==> src/imrr_pkg.sv <==
`timescale 1ns / 1ps

package imrr_pkg;

    // Field and register widths.
    localparam int DATA_W    = 8;
    localparam int ACC_W     = 32;
    localparam int MULT_W    = 32;
    localparam int SHIFT_W   = 6;
    localparam int PROD_W    = ACC_W + MULT_W;
    localparam int CFG_IDX_W = 2;
    localparam int CFG_DAT_W = 32;

    // Configuration register indexes.
    localparam logic [CFG_IDX_W-1:0] CFG_SCALE_MULT  = 2'd0;
    localparam logic [CFG_IDX_W-1:0] CFG_SCALE_SHIFT = 2'd1;
    localparam logic [CFG_IDX_W-1:0] CFG_RELU_EN     = 2'd2;

    // Reset values of the configuration registers.
    localparam logic [MULT_W-1:0]  MULT_RESET  = 32'd1;
    localparam logic [SHIFT_W-1:0] SHIFT_RESET = 6'd0;

    // Saturation bounds of the int8 result.
    localparam logic signed [PROD_W-1:0] SAT_MAX = 64'sd127;
    localparam logic signed [PROD_W-1:0] SAT_MIN = -64'sd128;

    // Commands from the controller to the datapath.
    typedef struct packed {
        logic acc_load;
        logic mul_load;
        logic out_load;
    } dp_cmd_t;

endpackage

==> src/imrr_ctrl.sv <==
`timescale 1ns / 1ps

module imrr_ctrl (
    input  logic             clk,
    input  logic             rst_n,
    input  logic             in_valid,
    input  logic             last,
    input  logic             out_ready,
    output logic             in_ready,
    output logic             out_valid,
    output imrr_pkg::dp_cmd_t cmd
);

    localparam logic [1:0] ST_ACCUM = 2'd0;
    localparam logic [1:0] ST_MUL   = 2'd1;
    localparam logic [1:0] ST_OUT   = 2'd2;

    logic [1:0] state_reg;
    logic [1:0] state_next;
    logic       out_valid_reg;
    logic       out_valid_next;
    logic       in_fire;
    logic       out_free;

    assign in_ready  = (state_reg == ST_ACCUM);
    assign in_fire   = in_valid && in_ready;
    assign out_free  = !out_valid_reg || out_ready;
    assign out_valid = out_valid_reg;

    // Sequencing: accumulate pairs, then multiply, then round into the output register.
    always_comb
    begin
        state_next   = state_reg;
        cmd.acc_load = 1'b0;
        cmd.mul_load = 1'b0;
        cmd.out_load = 1'b0;
        case (state_reg)
            ST_ACCUM:
            begin
                cmd.acc_load = in_fire;
                if (in_fire && last)
                begin
                    state_next = ST_MUL;
                end
            end
            ST_MUL:
            begin
                cmd.mul_load = 1'b1;
                state_next   = ST_OUT;
            end
            ST_OUT:
            begin
                // Wait here until the previous result has been taken.
                if (out_free)
                begin
                    cmd.out_load = 1'b1;
                    state_next   = ST_ACCUM;
                end
            end
            default:
            begin
                state_next = ST_ACCUM;
            end
        endcase
    end

    // Output valid flag follows loads and completed transactions.
    always_comb
    begin
        if (cmd.out_load)
        begin
            out_valid_next = 1'b1;
        end
        else if (out_ready)
        begin
            out_valid_next = 1'b0;
        end
        else
        begin
            out_valid_next = out_valid_reg;
        end
    end

    always_ff @(posedge clk or negedge rst_n)
    begin
        if (!rst_n)
        begin
            state_reg     <= ST_ACCUM;
            out_valid_reg <= 1'b0;
        end
        else
        begin
            state_reg     <= state_next;
            out_valid_reg <= out_valid_next;
        end
    end

endmodule

==> src/imrr_dp.sv <==
`timescale 1ns / 1ps

module imrr_dp (
    input  logic                                   clk,
    input  logic                                   rst_n,
    input  imrr_pkg::dp_cmd_t                      cmd,
    input  logic                                   cfg_we,
    input  logic        [imrr_pkg::CFG_IDX_W-1:0]  cfg_index,
    input  logic        [imrr_pkg::CFG_DAT_W-1:0]  cfg_data,
    input  logic signed [imrr_pkg::DATA_W-1:0]     activation,
    input  logic signed [imrr_pkg::DATA_W-1:0]     weight_value,
    input  logic signed [imrr_pkg::ACC_W-1:0]      bias_value,
    input  logic                                   first,
    output logic signed [imrr_pkg::DATA_W-1:0]     result
);

    logic signed [imrr_pkg::ACC_W-1:0]    acc_reg;
    logic signed [imrr_pkg::ACC_W-1:0]    acc_next;
    logic signed [imrr_pkg::MULT_W-1:0]   mult_reg;
    logic        [imrr_pkg::SHIFT_W-1:0]  shift_reg;
    logic                                 relu_reg;
    logic signed [imrr_pkg::PROD_W-1:0]   prod_reg;
    logic signed [imrr_pkg::PROD_W-1:0]   prod_next;
    logic signed [2*imrr_pkg::DATA_W-1:0] pair_prod;
    logic        [imrr_pkg::SHIFT_W-1:0]  rnd_idx;
    logic signed [imrr_pkg::PROD_W-1:0]   shifted;
    logic signed [imrr_pkg::PROD_W-1:0]   rounded;
    logic signed [imrr_pkg::DATA_W-1:0]   result_reg;
    logic signed [imrr_pkg::DATA_W-1:0]   result_next;

    // Accumulate: a first item restarts from the bias; the sum wraps modulo 2^32.
    always_comb
    begin
        pair_prod = activation * weight_value;
        if (first)
        begin
            acc_next = bias_value + imrr_pkg::ACC_W'(pair_prod);
        end
        else
        begin
            acc_next = acc_reg + imrr_pkg::ACC_W'(pair_prod);
        end
    end

    // Exact 64-bit product of the sum and the scale multiplier.
    assign prod_next = imrr_pkg::PROD_W'(acc_reg) * imrr_pkg::PROD_W'(mult_reg);

    // Round half up, shift, saturate to int8, then optional ReLU.
    always_comb
    begin
        rnd_idx = shift_reg - imrr_pkg::SHIFT_W'(1);
        shifted = prod_reg >>> shift_reg;
        if (shift_reg != '0)
        begin
            rounded = shifted + imrr_pkg::PROD_W'({1'b0, prod_reg[rnd_idx]});
        end
        else
        begin
            rounded = prod_reg;
        end
        if (rounded > imrr_pkg::SAT_MAX)
        begin
            result_next = imrr_pkg::DATA_W'(imrr_pkg::SAT_MAX);
        end
        else if (rounded < imrr_pkg::SAT_MIN)
        begin
            result_next = imrr_pkg::DATA_W'(imrr_pkg::SAT_MIN);
        end
        else
        begin
            result_next = rounded[imrr_pkg::DATA_W-1:0];
        end
        if (relu_reg && result_next[imrr_pkg::DATA_W-1])
        begin
            result_next = '0;
        end
    end

    // Accumulator and configuration registers.
    always_ff @(posedge clk or negedge rst_n)
    begin
        if (!rst_n)
        begin
            acc_reg   <= '0;
            mult_reg  <= imrr_pkg::MULT_RESET;
            shift_reg <= imrr_pkg::SHIFT_RESET;
            relu_reg  <= 1'b0;
        end
        else
        begin
            if (cmd.acc_load)
            begin
                acc_reg <= acc_next;
            end
            if (cfg_we)
            begin
                case (cfg_index)
                    imrr_pkg::CFG_SCALE_MULT:
                    begin
                        mult_reg <= cfg_data;
                    end
                    imrr_pkg::CFG_SCALE_SHIFT:
                    begin
                        shift_reg <= cfg_data[imrr_pkg::SHIFT_W-1:0];
                    end
                    imrr_pkg::CFG_RELU_EN:
                    begin
                        relu_reg <= cfg_data[0];
                    end
                    default:
                    begin
                    end
                endcase
            end
        end
    end

    // Pipeline payload registers.
    always_ff @(posedge clk)
    begin
        if (cmd.mul_load)
        begin
            prod_reg <= prod_next;
        end
        if (cmd.out_load)
        begin
            result_reg <= result_next;
        end
    end

    assign result = result_reg;

endmodule

==> src/int8_mac_requantize_relu.sv <==
`timescale 1ns / 1ps

// int8 dot product with fixed-point requantization and optional ReLU. Each
// accepted transaction carries one activation and weight pair, and pairs
// stream in back to back while the input is open. After the item marked
// last, the input pauses for the 32 x 32 multiply stage and then for the
// rounding, shift and saturation stage that loads the result register. The
// input pauses longer only if the previous result has not been taken yet.
// Registers must be written through the cfg port (0: scale multiplier, 1: scale
// shift, 2: ReLU enable) only while the block is idle; the block itself does
// not enforce this, and cfg_ready is always high.
module int8_mac_requantize_relu (
    input  logic                                  clk,
    input  logic                                  rst_n,
    input  logic                                  cfg_valid,
    output logic                                  cfg_ready,
    input  logic        [imrr_pkg::CFG_IDX_W-1:0] cfg_index,
    input  logic        [imrr_pkg::CFG_DAT_W-1:0] cfg_data,
    input  logic                                  in_valid,
    output logic                                  in_ready,
    input  logic signed [imrr_pkg::DATA_W-1:0]    activation,
    input  logic signed [imrr_pkg::DATA_W-1:0]    weight_value,
    input  logic signed [imrr_pkg::ACC_W-1:0]     bias_value,
    input  logic                                  first,
    input  logic                                  last,
    output logic                                  out_valid,
    input  logic                                  out_ready,
    output logic signed [imrr_pkg::DATA_W-1:0]    result
);

    imrr_pkg::dp_cmd_t cmd;

    assign cfg_ready = 1'b1;

    imrr_ctrl u_ctrl (
        .clk       (clk),
        .rst_n     (rst_n),
        .in_valid  (in_valid),
        .last      (last),
        .out_ready (out_ready),
        .in_ready  (in_ready),
        .out_valid (out_valid),
        .cmd       (cmd)
    );

    imrr_dp u_dp (
        .clk          (clk),
        .rst_n        (rst_n),
        .cmd          (cmd),
        .cfg_we       (cfg_valid && cfg_ready),
        .cfg_index    (cfg_index),
        .cfg_data     (cfg_data),
        .activation   (activation),
        .weight_value (weight_value),
        .bias_value   (bias_value),
        .first        (first),
        .result       (result)
    );

`ifndef SYNTHESIS
    // A last item closes the input for the multiply and rounding cycles.
    assert property (@(posedge clk) disable iff (!rst_n)
        (in_valid && in_ready && last) |=> !in_ready ##1 !in_ready)
        else $error("input reopened before the result pipeline finished");

    // Items that do not end a dot product never pause the input.
    assert property (@(posedge clk) disable iff (!rst_n)
        (in_valid && in_ready && !last) |=> in_ready)
        else $error("input paused after an item that is not last");

    // A result becomes valid only after the input has stayed closed for the multiply and rounding cycles.
    assert property (@(posedge clk) disable iff (!rst_n)
        $rose(out_valid) |-> !$past(in_ready) && !$past(in_ready, 2))
        else $error("result appeared without a completed dot product");
`endif

endmodule

==> config.mk <==
export PLATFORM = sky130hd
export DESIGN_NAME = int8_mac_requantize_relu
export DESIGN_NICKNAME = d
export VERILOG_FILES = /design/src/imrr_pkg.sv /design/src/imrr_ctrl.sv /design/src/imrr_dp.sv /design/src/int8_mac_requantize_relu.sv
export SDC_FILE = /design/constraint.sdc
export NUM_CORES = 2
export LEC_CHECK = 0
export BUFFER_PORTS_ARGS = -buffer_cell sky130_fd_sc_hd__buf_2
export CORE_MARGIN = 2
export CORE_UTILIZATION = 45
export CTS_BUF_LIST = sky130_fd_sc_hd__clkbuf_8
export CTS_CLUSTER_SIZE = 40
export DETAILED_ROUTE_END_ITERATION = 10
export PLACE_DENSITY_LB_ADDON = 0.2
export SETUP_SLACK_MARGIN = 0.5
export SLEW_MARGIN = 20
export SYNTH_ARGS = -nofsm -noshare
export SYNTH_HDL_FRONTEND = slang
export SYNTH_SLANG_ARGS = --single-unit
export TNS_END_PERCENT = 10
==> constraint.sdc <==
create_clock -name clk -period 11.4 [get_ports clk]
set_input_delay 2.28 -clock clk [delete_from_list [all_inputs] [get_ports clk]]
set_output_delay 2.28 -clock clk [all_outputs]
set_load 0.005 [all_outputs]
# Yosys cells after proc, flatten, opt, wreduce, memory -nomap -nowiden
# Cells that the tools add are included.
[totals]
elab_cells = 52
reg_bits = 146
out_inout_bits = 11
in_bits = 89
[classes]
n_lt_le_gt_ge = 3
n_reduce_logical = 13
shifts = 1
multipliers = 2
addsub = 4
n_eq_ne = 6
n_mux = 15
[op_table]
columns = ["op", "count"]
rows = [
  ["32-bit by 16-bit adder with 32-bit output", 2],
  ["64-bit by 1-bit adder with 64-bit output", 1],
  ["64-bit by 8-bit > comparator with 1-bit output (second input constant)", 1],
  ["64-bit by 8-bit less-than comparator with 1-bit output (second input constant)", 1],
  ["32-bit by 32-bit multiplier with 64-bit output", 1],
  ["64-bit two-way mux", 1],
  ["64-bit by 6-bit >>> shifter with 64-bit output", 1],
  ["32-bit two-way mux", 1],
  ["8-bit by 8-bit multiplier with 16-bit output", 1],
  ["8-bit two-way mux", 2],
  ["2-bit AND reduction", 4],
  ["6-bit by 7-bit less-than comparator with 1-bit output (second input constant)", 1],
  ["1-bit two-way mux", 7],
  ["1-bit binary-select mux with 6-bit select", 1],
  ["2-bit one-hot mux with 3 select lines", 1],
  ["6-bit nonzero test", 1],
  ["6-bit by 1-bit subtractor with 6-bit output (second input constant)", 1],
  ["2-bit by 1-bit == test with 1-bit output (second input constant)", 2],
  ["2-bit == test (second input constant)", 2],
  ["2-bit zero test", 2],
  ["2-bit two-way mux", 2],
  ["1-bit logical AND", 3],
  ["2-bit by 1-bit != test with 1-bit output (second input constant)", 1],
  ["2-bit != test (second input constant)", 1],
  ["3 further kinds", 3],
]

# Depth between registers and ports, before layout
[depth]
depth_word = 9
depth_mapped = 35
depth_no_buf = 34

# Hierarchy
# A second synthesis with hierarchy kept.
[unflattened]
cells_unflattened = 5754
area_unflattened_um2 = 55355.6
[modules_own_cells]
columns = ["mod", "area_each_um2", "cells_each", "n_inst"]
rows = [
  ["imrr_dp", 55202.9, 5739, 1],
  ["imrr_ctrl", 141.4, 13, 1],
  ["int8_mac_requantize_relu", 11.3, 2, 1],
]

# Least setup slack after synthesis
# Ideal clock, no wire load.
[synth_timing]
path_kind = "input -> register"
startpoint = "input weight_value[6] (netlist bit)"
endpoint = "register u_dp.acc_reg[31] (netlist bit)"
arrival_time_ps = 8794
setup_slack_ps = 2473
path_stages = 32
t_required_ps = 11267
setup_ps = 133
cell_sequence = "clkbuf_1 -> nand2_1 -> fa_1 -> fa_1 -> inv_1 -> fa_1 -> inv_1 -> fa_1 -> inv_1 -> ha_1 -> inv_1 -> o21bai_1 -> a21oi_1 -> o21bai_1 -> a21oi_1 -> nor2b_1 -> o21a_1 -> o41ai_1 -> xnor2_1 -> ha_1 -> a21oi_1 -> nor2b_1 -> a41oi_1 -> inv_1 -> a211o_1 -> a31oi_1 -> a21oi_1 -> a21o_1 -> a21oi_1 -> xor2_1 -> nor4b_1 -> a211oi_1"
[synth_between]
elab_chain_cells = 3
[synth_lines]
columns = ["element", "line", "source"]
rows = [
  ["start, declared", "int8_mac_requantize_relu.sv:22", "input logic signed [imrr_pkg::DATA_W-1:0] weight_value,"],
  ["8-bit by 8-bit multiplier with 16-bit output *", "imrr_dp.sv:34", "pair_prod = activation * weight_value;"],
  ["32-bit by 16-bit adder with 32-bit output (on tied branches)", "imrr_dp.sv:41, imrr_dp.sv:37", ""],
  ["32-bit two-way mux *", "imrr_dp.sv:35", "if (first)"],
  ["end signal, assigned", "imrr_dp.sv:93", "acc_reg <= acc_next;"],
  ["end, declared", "imrr_dp.sv:17", "logic signed [imrr_pkg::ACC_W-1:0] acc_reg;"],
]
# Mark *: on every way between the ends. The rest lies on a longest branch, timed or not.
# A chain may end at the register's enable or synchronous reset.

# Worst setup path after layout
[layout_timing]
startpoint = "register u_dp.mult_reg[5] (netlist bit)"
endpoint = "register u_dp.prod_reg[60] (netlist bit) (data pin)"
[layout_between]
elab_chain_cells = 1
[layout_lines]
columns = ["element", "line", "source"]
rows = [
  ["start, declared", "imrr_dp.sv:19", "logic signed [imrr_pkg::MULT_W-1:0] mult_reg;"],
  ["start signal, assigned", "imrr_dp.sv:85", "mult_reg <= imrr_pkg::MULT_RESET;"],
  ["start signal, assigned", "imrr_dp.sv:100", "mult_reg <= cfg_data;"],
  ["32-bit by 32-bit multiplier with 64-bit output", "imrr_dp.sv:46", "assign prod_next = imrr_pkg::PROD_W'(acc_reg) * imrr_pkg::PROD_W'(mult_reg);"],
  ["named net u_dp.prod_next (one bit)", "imrr_dp.sv:23", "logic signed [imrr_pkg::PROD_W-1:0] prod_next;"],
  ["end signal, assigned", "imrr_dp.sv:123", "prod_reg <= prod_next;"],
  ["end, declared", "imrr_dp.sv:22", "logic signed [imrr_pkg::PROD_W-1:0] prod_reg;"],
]
# The timed path passes the listed nets, and every way through them passes these cells.

==> summary.txt <==
STA
  • Fin crit period: 9.27 ns
  • Final setup violating endpoints: 0
  • Final Hold Violating Endpoints: 0
  • Fin crit share: 0.813
  • Actual slew at the worst max-slew pin: 1.20 ns
  • Final count of pins violating max slew: 0
  • Final clock skew: 0.0589 ns
  • RSZ-0062 raised after global routing: false
  • Total negative slack: 0 ns
  • Max_slew headroom: 0.199
  • Achievable frequency: 108 MHz

Cells and area
  • Fin cells: 7401
  • Fin nets: 7246
  • Synth-to-Final Area Change: 4.25%
  • Max FFs per register: 64
  • Layout cells sized above 1: 0.0870

Worst setup path
  • Kind of critical path: reg2reg
  • Most numerous cell on the critical path: fa_1
  • Critical Path Sink Type: flop
  • Worst EP required: 11.75 ns
  • CP top delay family: adder cells
  • Crit-path slowest cell: dfrtp_1
  • Worst Path Buf+Inv: 5
  • Startpoint types: flop
  • Worst Path Max Fanout: 17
  • CP arrival: 9.62 ns
  • Max stage delay on crit path: 0.90 ns

Routing
  • Remaining antenna violation count: 0
  • Avg WL per Cell: 22.6 um
  • Vias: 42100
  • # DRC: 0
  • First-pass DRT Iterations: 6
  • Iter 0 DRT Violations: 3412
  • Via density: 5.68
  • WL final: 167 mm

Clock network
  • CTS max path bufs: 2
  • Num CTS Buffers: 17
  • Worst-path clk slew: 0.11 ns
  • CTS resizes: 0
  • CTS root buffer: clkbuf_8
  • CTS tree: yes
  • H-tree depth: 4
  • CTS hold repair buffers: 0
  • Clock Latency Late Sink: 0.64 ns
  • Num Clock Sinks: 146
  • Post-CTS Setup Bufs: 0

Synth
  • Post-synth top flop: dfrtp_1
  • Synthesized area: 0.0547 mm^2
  • Post-synth EDFFs: 72
  • Sequential cell area fraction in the yosys report: 0.0734
  • Cells after Synth: 5878
  • Synth Area per Inst: 9.31 um^2
  • Number of synthesized register bits: 146
  • YS warnings: 0
  • Post-Syn Nets: 7353
  • Yosys cell types: 107
  • Ys async rst share: 0.507

Place
  • RePlAce Congestion: 1.03
  • DP Wirelength: 137 mm
  • Dpl cells: 7364
  • PortBufs: 98

Global route
  • First-pass GRT wire length: 266 mm
  • GRT Residual Overflow: 0
  • Antenna violations before repair: 5
  • Vias in the first global route: 43900
  • All-Layer GR Usage: 0.276
  • Largest net degree at the start of global routing: 77

Worst hold path
  • HP Class: reg2reg

Floorplanning
  • Initial core utilization: 0.455
  • DIE HEIGHT: 353 um
  • Top Ports: 100
  • Die footprint: 0.124 mm^2
  • Core Area: 0.120 mm^2
  • Row count: 127
  • Chip width: 353 um

Run status
  • Outcome: finished clean

Flow run
  • Max-cap violation count: 0
-- per-stage QoR --
stage / util / hold slack, ns / cell area [um^2] / setup WS, ns
floorplan: - / 0.501 / 54700 / 2.47
global placement: 0.471 / 0.489 / 56600 / 2.08
detailed placement: 0.471 / 0.498 / 56600 / 2.03
CTS: 0.474 / 0.519 / 57000 / 2.01
global route: 0.474 / 0.533 / 57000 / 1.47
finish: 0.474 / 0.518 / 57000 / 2.13
-- layout make-up --
cell class | count | area [um^2]
Fill cell | 11600 | 63300
Tap cell | 1612 | 2020
Inverter | 1088 | 4080
Sequential cell | 146 | 4030
Clock buffer | 17 | 234
Antenna cell | 5 | 12.5
Clock inverter | 15 | 163
Timing Repair Buffer | 210 | 1330
Multi-Input combinational cell | 4308 | 45200
-- cells in the final DEF (no fill, tap or decap), types with 26 or more instances in the layout --
cell and n:
nand4_1 32, nand3_1 53, a211oi_1 27, nand2b_1 52, xnor2_1 102, inv_1 1085, nand2_1 704, mux4_2 93
dfrtp_1 68, o211ai_1 26, edfxtp_1 72, mux2i_1 95, o21ai_0 109, nor2b_1 28, nor4_1 29, nor3_1 71
mux2_2 108, a21o_1 38, buf_4 113, a21oi_1 138, ha_1 248, fa_1 1138, a31oi_1 32, xor2_1 41
nor2_1 192, and2_1 554, buf_2 97
-- final timing paths --
check / startpoint / to / slack [ns] / cells past startpoint
worst max register to register: u_dp.mult_reg[5]$_DFFE_PN0P_ / u_dp.prod_reg[60]$_DFFE_PN_ / 2.13 / 29
worst max-delay path: u_dp.mult_reg[5]$_DFFE_PN0P_ / u_dp.prod_reg[60]$_DFFE_PN_ / 2.13 / 29
worst min register to register: u_dp.mult_reg[21]$_DFFE_PN0P_ / u_dp.mult_reg[21]$_DFFE_PN0P_ / 0.52 / 1
min in group asynchronous: rst_n / u_dp.mult_reg[10]$_DFFE_PN0P_ / 1.60 / 1
worst min-delay path: u_dp.mult_reg[21]$_DFFE_PN0P_ / u_dp.mult_reg[21]$_DFFE_PN0P_ / 0.52 / 1
max in group asynchronous: rst_n / u_dp.mult_reg[29]$_DFFE_PN0P_ / 8.66 / 2
-- worst reg2reg max path, delay by kind of cell (launching register included) --
| family | cells | cell delay (ns) |
|---|---|---|
| buffers and inverters | 5 | 0.59 |
| adders and majority gates | 9 | 4.20 |
| xor gates and xnor gates | 1 | 0.07 |
| AOI/OAI and AO/OA | 11 | 2.81 |
| and+or+nand+nor | 3 | 0.43 |
| DFF | 1 | 0.90 |
-- layer usage --
| metal | share of wire | up-vias | global-route usage |
|---|---|---|---|
| met5 | 0 | - | 0 |
| met4 | 0.025 | 0 | 0.0695 |
| met3 | 0.080 | 237 | 0.0463 |
| met2 | 0.45 | 1730 | 0.429 |
| met1 | 0.44 | 21700 | 0.402 |
| li1 | - | 18400 | - |
-- synth_stat cells, drive strengths merged (24+ instances only) --
cell / n / area (um^2)
and2: 554 / 3470
a21o: 38 / 285
edfxtp: 72 / 2160
nand4: 32 / 200
fa: 1138 / 22800
inv: 1087 / 4080
nand2b: 52 / 325
xnor2: 102 / 893
a21oi: 138 / 691
mux2: 108 / 1220
clkbuf: 265 / 995
nor2b: 29 / 181
nor3: 75 / 403
o21ai: 118 / 594
nand3: 54 / 270
nor4: 30 / 194
nor2: 192 / 721
mux2i: 97 / 978
xor2: 41 / 359
dfrtp: 73 / 1830
o211ai: 26 / 195
mux4: 93 / 2090
nand2: 705 / 2650
ha: 248 / 3100
a31oi: 33 / 213
o31ai: 24 / 180
buf: 71 / 482
a211oi: 27 / 203
-- cells by family (layout without fill, tap and decap cells) --
kind of cell / count (synthesis) / after routing / synth area share
simple gates: 1839 / 1839 / 0.170
fa+ha+maj: 1386 / 1386 / 0.473
buf+inv: 1424 / 1330 / 0.102
flops: 146 / 146 / 0.0734
other cells: 1 / 6 / 0.0000685
compound gates: 641 / 641 / 0.0805
xor+xnor: 143 / 143 / 0.0229
mux: 298 / 298 / 0.0784
Power is left out: the tool's default activity adds up to more than one toggle a clock period on the data nets, which glitch-free logic cannot reach.
